`src/design/dps_pkg.sv`:
```
// Shared types, constants and the status code decoder for the dispenser poll sequencer.
package dps_pkg;

    // Request kinds, also used as poll step codes
    localparam logic [1:0] KIND_STATUS = 2'd0;
    localparam logic [1:0] KIND_VOLUME = 2'd1;
    localparam logic [1:0] KIND_MONEY  = 2'd2;

    // Pump states
    localparam logic [2:0] MODE_UNKNOWN   = 3'd0;
    localparam logic [2:0] MODE_IDLE      = 3'd1;
    localparam logic [2:0] MODE_PAUSED    = 3'd2;
    localparam logic [2:0] MODE_WAIT      = 3'd3;
    localparam logic [2:0] MODE_RUNNING   = 3'd4;
    localparam logic [2:0] MODE_FINISHING = 3'd5;
    localparam logic [2:0] MODE_DONE      = 3'd6;
    localparam logic [2:0] MODE_ERROR     = 3'd7;

    // Response command bytes: 'S', 'L', 'R'
    localparam logic [7:0] CMD_STATUS = 8'h53;
    localparam logic [7:0] CMD_VOLUME = 8'h4C;
    localparam logic [7:0] CMD_MONEY  = 8'h52;

    // Pump status codes reported by the dispenser
    localparam logic [15:0] CODE_IDLE      = 16'd10;
    localparam logic [15:0] CODE_PAUSED    = 16'd31;
    localparam logic [15:0] CODE_WAIT      = 16'd41;
    localparam logic [15:0] CODE_RUNNING   = 16'd61;
    localparam logic [15:0] CODE_FINISHING = 16'd81;
    localparam logic [15:0] CODE_DONE      = 16'd90;

    // Configuration register indexes and the default period
    localparam int          CFG_INDEX_W        = 8;
    localparam logic [CFG_INDEX_W-1:0] CFG_STATUS_PERIOD = 8'd0;
    localparam logic [CFG_INDEX_W-1:0] CFG_CYCLE_PERIOD  = 8'd1;
    localparam logic [15:0] DEFAULT_PERIOD_MS  = 16'd200;

    // One service tick
    typedef struct packed {
        logic [31:0] now_ms;
        logic        link_busy;
        logic        resp_ready;
        logic        resp_fetched;
        logic [7:0]  resp_cmd;
        logic        resp_parse_ok;
        logic [15:0] resp_status_code;
        logic [7:0]  resp_status_char;
        logic [7:0]  resp_nozzle;
        logic [31:0] resp_amount;
    } tick_t;

    // Result of one tick
    typedef struct packed {
        logic        send_valid;
        logic [1:0]  send_kind;
        logic [2:0]  pump_state;
        logic [15:0] last_code;
        logic [7:0]  last_letter;
        logic [7:0]  last_nozzle_out;
        logic [31:0] volume_reading;
        logic        volume_valid;
        logic [31:0] money_amount;
        logic        money_valid;
    } result_t;

    // Configuration write
    typedef struct packed {
        logic [CFG_INDEX_W-1:0] reg_index;
        logic [15:0]            wdata;
    } cfg_t;

    // Map a numeric status code to a pump state
    function automatic logic [2:0] mode_of_code(input logic [15:0] code);
        logic [2:0] mode;
        unique case (code)
            CODE_IDLE:      mode = MODE_IDLE;
            CODE_PAUSED:    mode = MODE_PAUSED;
            CODE_WAIT:      mode = MODE_WAIT;
            CODE_RUNNING:   mode = MODE_RUNNING;
            CODE_FINISHING: mode = MODE_FINISHING;
            CODE_DONE:      mode = MODE_DONE;
            default:        mode = MODE_UNKNOWN;
        endcase
        return mode;
    endfunction

endpackage

```
`src/design/dps_chan_if.sv`:
```
// Valid/ready channel interface carrying one payload per transaction.
interface dps_chan_if #(parameter type payload_t = logic) ();
    logic     valid;
    logic     ready;
    payload_t data;

    modport source (output valid, output data, input ready);
    modport sink   (input valid, input data, output ready);
endinterface

```
`src/design/dispenser_poll_sequencer.sv`:
```
// Dispenser poll sequencer: response handling, pump state and request scheduling.
//
// Usage:
//   tick   : sink channel, one transaction per service tick (time, link busy flag
//            and an already parsed response).
//   result : source channel, exactly one transaction per tick: the request to issue
//            (if any) and the pump state and readings after the tick.
//   cfg    : write channel for status_period_ms (index 0) and cycle_period_ms
//            (index 1); writing zero stores 200. Always ready. Write only while idle.
// Timing:
//   A tick lands in an input register, then the decode, state update and due-time
//   compare are combinational into the result register, which drives result. One tick
//   per cycle is sustained while result is taken; the limit is the combinational state
//   update loop (32-bit add and wrapping compare).
// Reset (rst_n low, asynchronous): poll step status, nothing awaited, next send time
//   0, pump state unknown, readings cleared, both periods 200.
// Stall: while result is not taken the result register holds; one more tick can
//   wait in the input register, after which tick.ready drops.
module dispenser_poll_sequencer (
    input  logic        clk,
    input  logic        rst_n,
    dps_chan_if.sink    tick,
    dps_chan_if.source  result,
    dps_chan_if.sink    cfg
);
    import dps_pkg::*;

    // Pipeline registers
    logic        tick_valid_reg;
    tick_t       tick_reg;
    logic        out_valid_reg;
    result_t     out_reg;
    logic        advance;

    // Configuration
    logic [15:0] status_period_reg;
    logic [15:0] cycle_period_reg;
    logic [15:0] cfg_value;

    // Sequencer state
    logic [1:0]  poll_step_reg,   poll_step_next;
    logic        awaiting_reg,    awaiting_next;
    logic [31:0] next_send_reg,   next_send_next;
    logic [2:0]  pump_mode_reg,   pump_mode_next;
    logic [15:0] code_reg,        code_next;
    logic [7:0]  letter_reg,      letter_next;
    logic [7:0]  nozzle_reg,      nozzle_next;
    logic [31:0] volume_reg,      volume_next;
    logic [31:0] money_reg,       money_next;
    logic        volume_seen_reg, volume_seen_next;
    logic        money_seen_reg,  money_seen_next;

    logic        send;
    logic [31:0] due_diff;
    result_t     result_next;

    // Handshakes
    assign advance      = tick_valid_reg && (!out_valid_reg || result.ready);
    assign tick.ready   = !tick_valid_reg || advance;
    assign cfg.ready    = 1'b1;
    assign result.valid = out_valid_reg;
    assign result.data  = out_reg;

    // Configuration writes, zero stores the default
    assign cfg_value = (cfg.data.wdata == 16'd0) ? DEFAULT_PERIOD_MS : cfg.data.wdata;

    always_ff @(posedge clk or negedge rst_n)
    begin
        if (!rst_n)
        begin
            status_period_reg <= DEFAULT_PERIOD_MS;
            cycle_period_reg  <= DEFAULT_PERIOD_MS;
        end
        else if (cfg.valid)
        begin
            if (cfg.data.reg_index == CFG_STATUS_PERIOD)
            begin
                status_period_reg <= cfg_value;
            end
            if (cfg.data.reg_index == CFG_CYCLE_PERIOD)
            begin
                cycle_period_reg <= cfg_value;
            end
        end
    end

    // Input register
    always_ff @(posedge clk or negedge rst_n)
    begin
        if (!rst_n)
        begin
            tick_valid_reg <= 1'b0;
        end
        else if (tick.ready)
        begin
            tick_valid_reg <= tick.valid;
        end
    end

    always_ff @(posedge clk)
    begin
        if (tick.valid && tick.ready)
        begin
            tick_reg <= tick.data;
        end
    end

    // Response handling, step advance and due check for the registered tick
    always_comb
    begin
        poll_step_next   = poll_step_reg;
        awaiting_next    = awaiting_reg;
        next_send_next   = next_send_reg;
        pump_mode_next   = pump_mode_reg;
        code_next        = code_reg;
        letter_next      = letter_reg;
        nozzle_next      = nozzle_reg;
        volume_next      = volume_reg;
        money_next       = money_reg;
        volume_seen_next = volume_seen_reg;
        money_seen_next  = money_seen_reg;

        if (awaiting_reg && tick_reg.resp_ready)
        begin
            // take the fetched response
            if (tick_reg.resp_fetched)
            begin
                if (tick_reg.resp_cmd == CMD_STATUS)
                begin
                    if (tick_reg.resp_parse_ok)
                    begin
                        code_next      = tick_reg.resp_status_code;
                        letter_next    = tick_reg.resp_status_char;
                        pump_mode_next = mode_of_code(tick_reg.resp_status_code);
                    end
                    else
                    begin
                        pump_mode_next = MODE_ERROR;
                    end
                end
                else if (tick_reg.resp_cmd == CMD_VOLUME)
                begin
                    if (tick_reg.resp_parse_ok)
                    begin
                        nozzle_next      = tick_reg.resp_nozzle;
                        volume_next      = tick_reg.resp_amount;
                        volume_seen_next = 1'b1;
                    end
                end
                else if (tick_reg.resp_cmd == CMD_MONEY)
                begin
                    if (tick_reg.resp_parse_ok)
                    begin
                        nozzle_next     = tick_reg.resp_nozzle;
                        money_next      = tick_reg.resp_amount;
                        money_seen_next = 1'b1;
                    end
                end
            end

            // pick the next step and its due time
            awaiting_next = 1'b0;
            priority if (poll_step_reg == KIND_STATUS)
            begin
                if (pump_mode_next == MODE_RUNNING)
                begin
                    poll_step_next = KIND_VOLUME;
                    next_send_next = tick_reg.now_ms;
                end
                else
                begin
                    poll_step_next = KIND_STATUS;
                    next_send_next = tick_reg.now_ms + {16'd0, status_period_reg};
                end
            end
            else if (poll_step_reg == KIND_VOLUME)
            begin
                poll_step_next = KIND_MONEY;
                next_send_next = tick_reg.now_ms;
            end
            else
            begin
                poll_step_next = KIND_STATUS;
                next_send_next = tick_reg.now_ms + {16'd0,
                    (pump_mode_next == MODE_RUNNING) ? cycle_period_reg : status_period_reg};
            end
        end

        // wrapping due test
        due_diff = tick_reg.now_ms - next_send_next;
        send     = !awaiting_next && !due_diff[31] && !tick_reg.link_busy;
        if (send)
        begin
            awaiting_next = 1'b1;
        end

        result_next.send_valid      = send;
        result_next.send_kind       = send ? poll_step_next : KIND_STATUS;
        result_next.pump_state      = pump_mode_next;
        result_next.last_code       = code_next;
        result_next.last_letter     = letter_next;
        result_next.last_nozzle_out = nozzle_next;
        result_next.volume_reading  = volume_next;
        result_next.volume_valid    = volume_seen_next;
        result_next.money_amount    = money_next;
        result_next.money_valid     = money_seen_next;
    end

    // State and result registers
    always_ff @(posedge clk or negedge rst_n)
    begin
        if (!rst_n)
        begin
            out_valid_reg   <= 1'b0;
            poll_step_reg   <= KIND_STATUS;
            awaiting_reg    <= 1'b0;
            next_send_reg   <= 32'd0;
            pump_mode_reg   <= MODE_UNKNOWN;
            code_reg        <= 16'd0;
            letter_reg      <= 8'd0;
            nozzle_reg      <= 8'd0;
            volume_reg      <= 32'd0;
            money_reg       <= 32'd0;
            volume_seen_reg <= 1'b0;
            money_seen_reg  <= 1'b0;
        end
        else
        begin
            if (advance)
            begin
                out_valid_reg   <= 1'b1;
                poll_step_reg   <= poll_step_next;
                awaiting_reg    <= awaiting_next;
                next_send_reg   <= next_send_next;
                pump_mode_reg   <= pump_mode_next;
                code_reg        <= code_next;
                letter_reg      <= letter_next;
                nozzle_reg      <= nozzle_next;
                volume_reg      <= volume_next;
                money_reg       <= money_next;
                volume_seen_reg <= volume_seen_next;
                money_seen_reg  <= money_seen_next;
            end
            else if (result.ready)
            begin
                out_valid_reg <= 1'b0;
            end
        end
    end

    always_ff @(posedge clk)
    begin
        if (advance)
        begin
            out_reg <= result_next;
        end
    end

`ifndef SYNTHESIS
    // a request always leaves the sequencer waiting for its response
    assert property (@(posedge clk) disable iff (!rst_n)
        (advance && send) |=> awaiting_reg)
        else $error("request issued but no response awaited");

    // no request kind is reported without a request
    assert property (@(posedge clk) disable iff (!rst_n)
        (out_valid_reg && !out_reg.send_valid) |-> (out_reg.send_kind == KIND_STATUS))
        else $error("request kind set without a request");

    // the poll step is always a real request kind
    assert property (@(posedge clk) disable iff (!rst_n)
        (poll_step_reg == KIND_STATUS) || (poll_step_reg == KIND_VOLUME) ||
        (poll_step_reg == KIND_MONEY))
        else $error("poll step out of range");

    // periods never hold zero
    assert property (@(posedge clk) disable iff (!rst_n)
        (status_period_reg != 16'd0) && (cycle_period_reg != 16'd0))
        else $error("zero period stored");

    // a result register that is not taken keeps its state
    assert property (@(posedge clk) disable iff (!rst_n)
        (out_valid_reg && !result.ready) |=> (out_valid_reg && $stable(pump_mode_reg)))
        else $error("state changed while result stalled");
`endif

endmodule

```
`src/flat_wrapper.sv`:
```
// flat-port wrapper written by rule: the top's interface ports become plain ports
module dispenser_poll_sequencer_flat import dps_pkg::*;
  (clk, rst_n, tick_valid, tick_data, tick_ready, result_valid, result_data, result_ready, cfg_valid, cfg_data, cfg_ready);
  dps_chan_if #(.payload_t(tick_t)) tick_i ();
  dps_chan_if #(.payload_t(result_t)) result_i ();
  dps_chan_if #(.payload_t(cfg_t)) cfg_i ();
  input  logic clk;
  input  logic rst_n;
  input wire logic [$bits(tick_i.valid)-1:0] tick_valid;
  input wire logic [$bits(tick_i.data)-1:0] tick_data;
  output wire logic [$bits(tick_i.ready)-1:0] tick_ready;
  output wire logic [$bits(result_i.valid)-1:0] result_valid;
  output wire logic [$bits(result_i.data)-1:0] result_data;
  input wire logic [$bits(result_i.ready)-1:0] result_ready;
  input wire logic [$bits(cfg_i.valid)-1:0] cfg_valid;
  input wire logic [$bits(cfg_i.data)-1:0] cfg_data;
  output wire logic [$bits(cfg_i.ready)-1:0] cfg_ready;
  assign tick_i.valid = tick_valid;
  assign tick_i.data = tick_data;
  assign tick_ready = tick_i.ready;
  assign result_valid = result_i.valid;
  assign result_data = result_i.data;
  assign result_i.ready = result_ready;
  assign cfg_i.valid = cfg_valid;
  assign cfg_i.data = cfg_data;
  assign cfg_ready = cfg_i.ready;
  dispenser_poll_sequencer u_core (.clk(clk), .rst_n(rst_n), .tick(tick_i), .result(result_i), .cfg(cfg_i));
endmodule
```
`config.mk`:
```
export PLATFORM = sky130hd
export DESIGN_NAME = dispenser_poll_sequencer_flat
export DESIGN_NICKNAME = d
export VERILOG_FILES = /design/src/design/dps_pkg.sv /design/src/design/dps_chan_if.sv /design/src/design/dispenser_poll_sequencer.sv /design/src/flat_wrapper.sv
export SDC_FILE = /design/constraint.sdc
export NUM_CORES = 1
export LEC_CHECK = 0
export ABC_AREA = 1
export BUFFER_PORTS_ARGS = -buffer_cell sky130_fd_sc_hd__buf_2
export CAP_MARGIN = 20
export CORE_MARGIN = 10
export CORE_UTILIZATION = 50
export CTS_BUF_LIST = sky130_fd_sc_hd__clkbuf_8
export DETAILED_ROUTE_END_ITERATION = 8
export PLACE_DENSITY = 0.74
export SLEW_MARGIN = 10
export SYNTH_ARGS = -nofsm -noshare
export SYNTH_HDL_FRONTEND = slang
export SYNTH_SLANG_ARGS = --single-unit
```
`constraint.sdc`:
```
create_clock -name clk -period 4.8 [get_ports clk]
set_input_delay 0.48 -clock clk [delete_from_list [all_inputs] [get_ports clk]]
set_output_delay 0.48 -clock clk [all_outputs]
set_load 0.02 [all_outputs]
```
==> impl_metrics.csv <==
group,metric,value,unit
outcome,status,"complete, but fails checks",
outcome,failed_checks,"setup timing",
drt,detailedRoute.firstPassIterationCount,5,
synth,mappedNetlistArea,18000,sq um
min_path,hold_critical_path_depth,1,
clock_tree,h-tree-depth,3,
drt,drt-wirelength-per-cell,16.9,um
finish,finish.net_count,2430,
global_route,grt_pass1_wl,74400,um
synth,post_synth_num_cell_types,61,
clock_tree,clock-sinks,382,
drt,number_of_remaining_drc_errors,0,
critical_path,worstPathArrival,5350,ps
timing,rsz0062_at_grt,"true",
die,vertical_die_dimension,210,um
drt,drtAntennaViolNets,0,
timing,setup_viol_count_final,4,
synth,synth_async_sr_flop_share,44.5,%
clock_tree,number_of_buffers_inserted_during_clock_tree_synthesis,66,
synth,syn-mean-instance-area,9.66,sq um
power_and_ir_drop,combinational_cell_fraction_of_total_power,25.9,%
global_route,gr_util_all_layers,20.9,%
die,num_rows,69,
power_and_ir_drop,worst_supply_voltage_drop_on_vdd,0.353,mV
critical_path,worst-r2r-cell-count,33,
place,port_buffers,242,
drt,vias_per_cell,5.15,
synth,number_of_storage_elements_in_the_synthesis_netlist,382,
run,maxCapViolations,0,
global_route,vias_in_the_first_global_route,14457,
finish,final.fill_count,2907,
timing,finalClockSkew,29.0,ps
finish,number_of_flip_flops_under_the_largest_register_name,108,
finish,synthToLayoutAreaGrowth,23.9,%
die,design.die.area,44100,sq um
synth,synth_enable_flop_cells,212,
place,pre_cts_setup_slack,-268,ps
critical_path,crit_path_start_kind,"flop",
die,start_util,50.7,%
place,detailed_place_hpwl,31900,um
synth,synth_nets,2069,
clock_tree,cts_root_buffer,"sky130_fd_sc_hd__clkbuf_8",
critical_path,cpPeakStageDelay,390,ps
timing,period_minus_slack,4990,ps
min_path,hold_path.class,"in2reg",
global_route,initial_antenna_violation_count,4,
die,chipWidth,210,um
power_and_ir_drop,pwr_density_cell,440,nW/um^2
timing,peak_clock_frequency_supported_by_timing,201,MHz
timing,layout_worst_path_cycle_share,104,%
die,io_pins,244,
critical_path,master_of_the_slowest_instance_on_the_critical_path,"sky130_fd_sc_hd__edfxtp_1",
synth,synth_seq_area_share,58.9,%
critical_path,timing_worst_setup_path_type,"reg2reg",
finish,multiInputGateArea,6490,sq um
clock_tree,ctsLongestPathBuffers,3,
power_and_ir_drop,static-leakage-power,9.85,nW
critical_path,cp_max_fo,6,
power_and_ir_drop,psw,3.14,mW
global_route,globalRoute.totalOverflow,0,
finish,layout.area.seq,10600,sq um
power_and_ir_drop,clkPwrFrac,31.3,%
power_and_ir_drop,netSwitchingFraction,32.0,%
critical_path,critPathCaptureType,"flop",
clock_tree,clock_transition_at_the_registers_of_the_reported_paths,60,ps
timing,worst_slew_pin_slew,964,ps
timing,worst_hold_slack,40.2,ps
clock_tree,cts_tree,"done",
global_route,grt_max_degree,93,
place,gp_routability_congestion,0.894,
synth,synthesis.instances,1867,
power_and_ir_drop,p_int,6.68,mW
timing,setup_ws,-187,ps
finish,layout.cells.most_common,"sky130_fd_sc_hd__nand2_1",
power_and_ir_drop,seq_power_share,42.8,%
die,core,35600,sq um
clock_tree,clock_insertion_delay_worst_skew,620,ps
timing,final_hold_viol_count,0,
timing,timing_max_transition_violations_final,0,
drt,wirelength,46300,um
synth,synth_top_flop_cell,"sky130_fd_sc_hd__edfxtp_1",
drt,vias,14147,
synth,synth.yosys.warnings,0,
finish,layout.cells.most_common_list,"438 x sky130_fd_sc_hd__nand2_1, 262 x sky130_fd_sc_hd__inv_1, 261 x sky130_fd_sc_hd__o21ai_0",
critical_path,critical_path_required,5160,ps
finish,final_layout_size_suffix_gt1_share,23.6,%
timing,timing.slew.headroom,35.8,%
drt,dr.first_iter.drc_count,1112,
==> metrics by stage <==
stage	setup TNS (ps)	power [mW]	utilization, %	area (sq um)	std cells
2_1_floorplan	0	5.76	-	18100	1867
3_3_place_gp	-269	6.55	56.6	20100	2568
3_5_place_dp	-923	6.64	56.7	20200	2570
4_1_cts	-521	9.82	62.3	22200	2737
5_1_grt	-2070	10.4	62.8	22300	2745
6_report	-622	9.82	62.8	22300	2745
==> cell families after synthesis <==
logic type | after synthesis | share of synthesized area, %
buf+inv | 325 | 6.89
mux | 1 | 0.0555
other cells | 1 | 0.0208
xor+xnor | 32 | 1.55
simple gates | 625 | 14.7
compound gates | 436 | 13.3
flops | 382 | 58.9
fa+ha+maj | 65 | 4.59
==> critical path, delay by kind of cell, from the launching register on <==
kind | cells | cell delay, ps
adder cells (fa/ha/maj) | 3 | 880
buffers and inverters | 2 | 190
XOR/XNOR | 1 | 160
AND/OR/NAND/NOR | 17 | 1520
AO/OA/AOI/OAI | 10 | 1580
flip-flops | 1 | 390
==> power by group through the flow <==
stage | registers, mW | logic [mW] | clock network, mW
floorplan | 4.34 | 1.42 | 0
global placement | 4.24 | 2.30 | 0
detailed placement | 4.26 | 2.38 | 0
CTS | 4.20 | 2.47 | 3.15
global route | 4.25 | 2.85 | 3.30
finish | 4.21 | 2.54 | 3.07
==> Yosys cell counts (4+ instances only) <==
cell / count / area, sq um
sky130_fd_sc_hd__nand2_1: 453 / 1700
sky130_fd_sc_hd__o21ai_0: 265 / 1330
sky130_fd_sc_hd__inv_1: 240 / 901
sky130_fd_sc_hd__edfxtp_1: 212 / 6370
sky130_fd_sc_hd__dfrtp_1: 164 / 4100
sky130_fd_sc_hd__a21oi_1: 86 / 430
sky130_fd_sc_hd__nor2_1: 72 / 270
sky130_fd_sc_hd__clkbuf_1: 63 / 236
sky130_fd_sc_hd__ha_1: 63 / 788
sky130_fd_sc_hd__nand3_1: 32 / 160
sky130_fd_sc_hd__o21ai_1: 27 / 135
sky130_fd_sc_hd__xnor2_1: 16 / 140
sky130_fd_sc_hd__xor2_1: 16 / 140
sky130_fd_sc_hd__nand4_1: 12 / 75.1
sky130_fd_sc_hd__nor4_1: 11 / 68.8
sky130_fd_sc_hd__inv_2: 10 / 37.5
sky130_fd_sc_hd__nor3_1: 9 / 45.0
sky130_fd_sc_hd__o21ai_2: 9 / 78.8
sky130_fd_sc_hd__a31oi_1: 8 / 50.1
sky130_fd_sc_hd__nand2_2: 8 / 50.1
sky130_fd_sc_hd__o211ai_1: 8 / 60.1
sky130_fd_sc_hd__dfstp_2: 6 / 158
sky130_fd_sc_hd__nand3_2: 6 / 60.1
sky130_fd_sc_hd__a22oi_1: 5 / 37.5
sky130_fd_sc_hd__a211oi_1: 4 / 30.0
sky130_fd_sc_hd__buf_2: 4 / 20.0
sky130_fd_sc_hd__nor2_4: 4 / 45.0
==> worst paths after layout <==
| check | start | to | slack, ps |
|---|---|---|---|
| worst max-delay path | u_core.tick_reg[63]$_DFFE_PP_ | u_core.result.data[101]$_SDFFCE_PN0P_ | -190 |
| worst min-delay path | tick_data[99] | u_core.tick_reg[99]$_DFFE_PP_ | 40 |
| worst max register to register | u_core.tick_reg[63]$_DFFE_PP_ | u_core.result.data[101]$_SDFFCE_PN0P_ | -190 |
| worst min register to register | u_core.volume_seen_reg$_DFFE_PN0P_ | u_core.volume_seen_reg$_DFFE_PN0P_ | 450 |
| max in group asynchronous | rst_n | u_core.cycle_period_reg[1]$_DFFE_PN0P_ | 3160 |
| min in group asynchronous | rst_n | u_core.money_reg[27]$_DFFE_PN0P_ | 500 |
==> final cells by class <==
class                      instances  share of cell area (%)
clock inverter                    46                    1.60
sequential                       382                    47.6
inverter                         253                    4.31
clock buffer                      75                    4.62
tap                              461                    2.58
timing repair buffer             365                    10.3
multi-input combinational       1160                    29.0
antenna                            3                  0.0336
==> per-layer routing <==
layer | wire [um] | track usage, % | up-vias
met5 | 13 | 0 | -
met1 | 19600 | 25.2 | 6693
li1 | - | - | 6969
met2 | 22900 | 35.9 | 396
met4 | 1250 | 7.37 | 2
met3 | 2600 | 4.71 | 87
==> timing repair <==
action / 4_1_cts / 5_1_grt
gates cloned: 0 / 0
hold buffers: 39 / 0
buffers inserted: 7 / 5
pin swaps: 8 / 17
gates resized for setup: 26 / 32
setup endpoints to repair: 4 / 4
hold endpoints to repair: 96 / 0
Note: power is estimated with default switching activity, not from simulation.
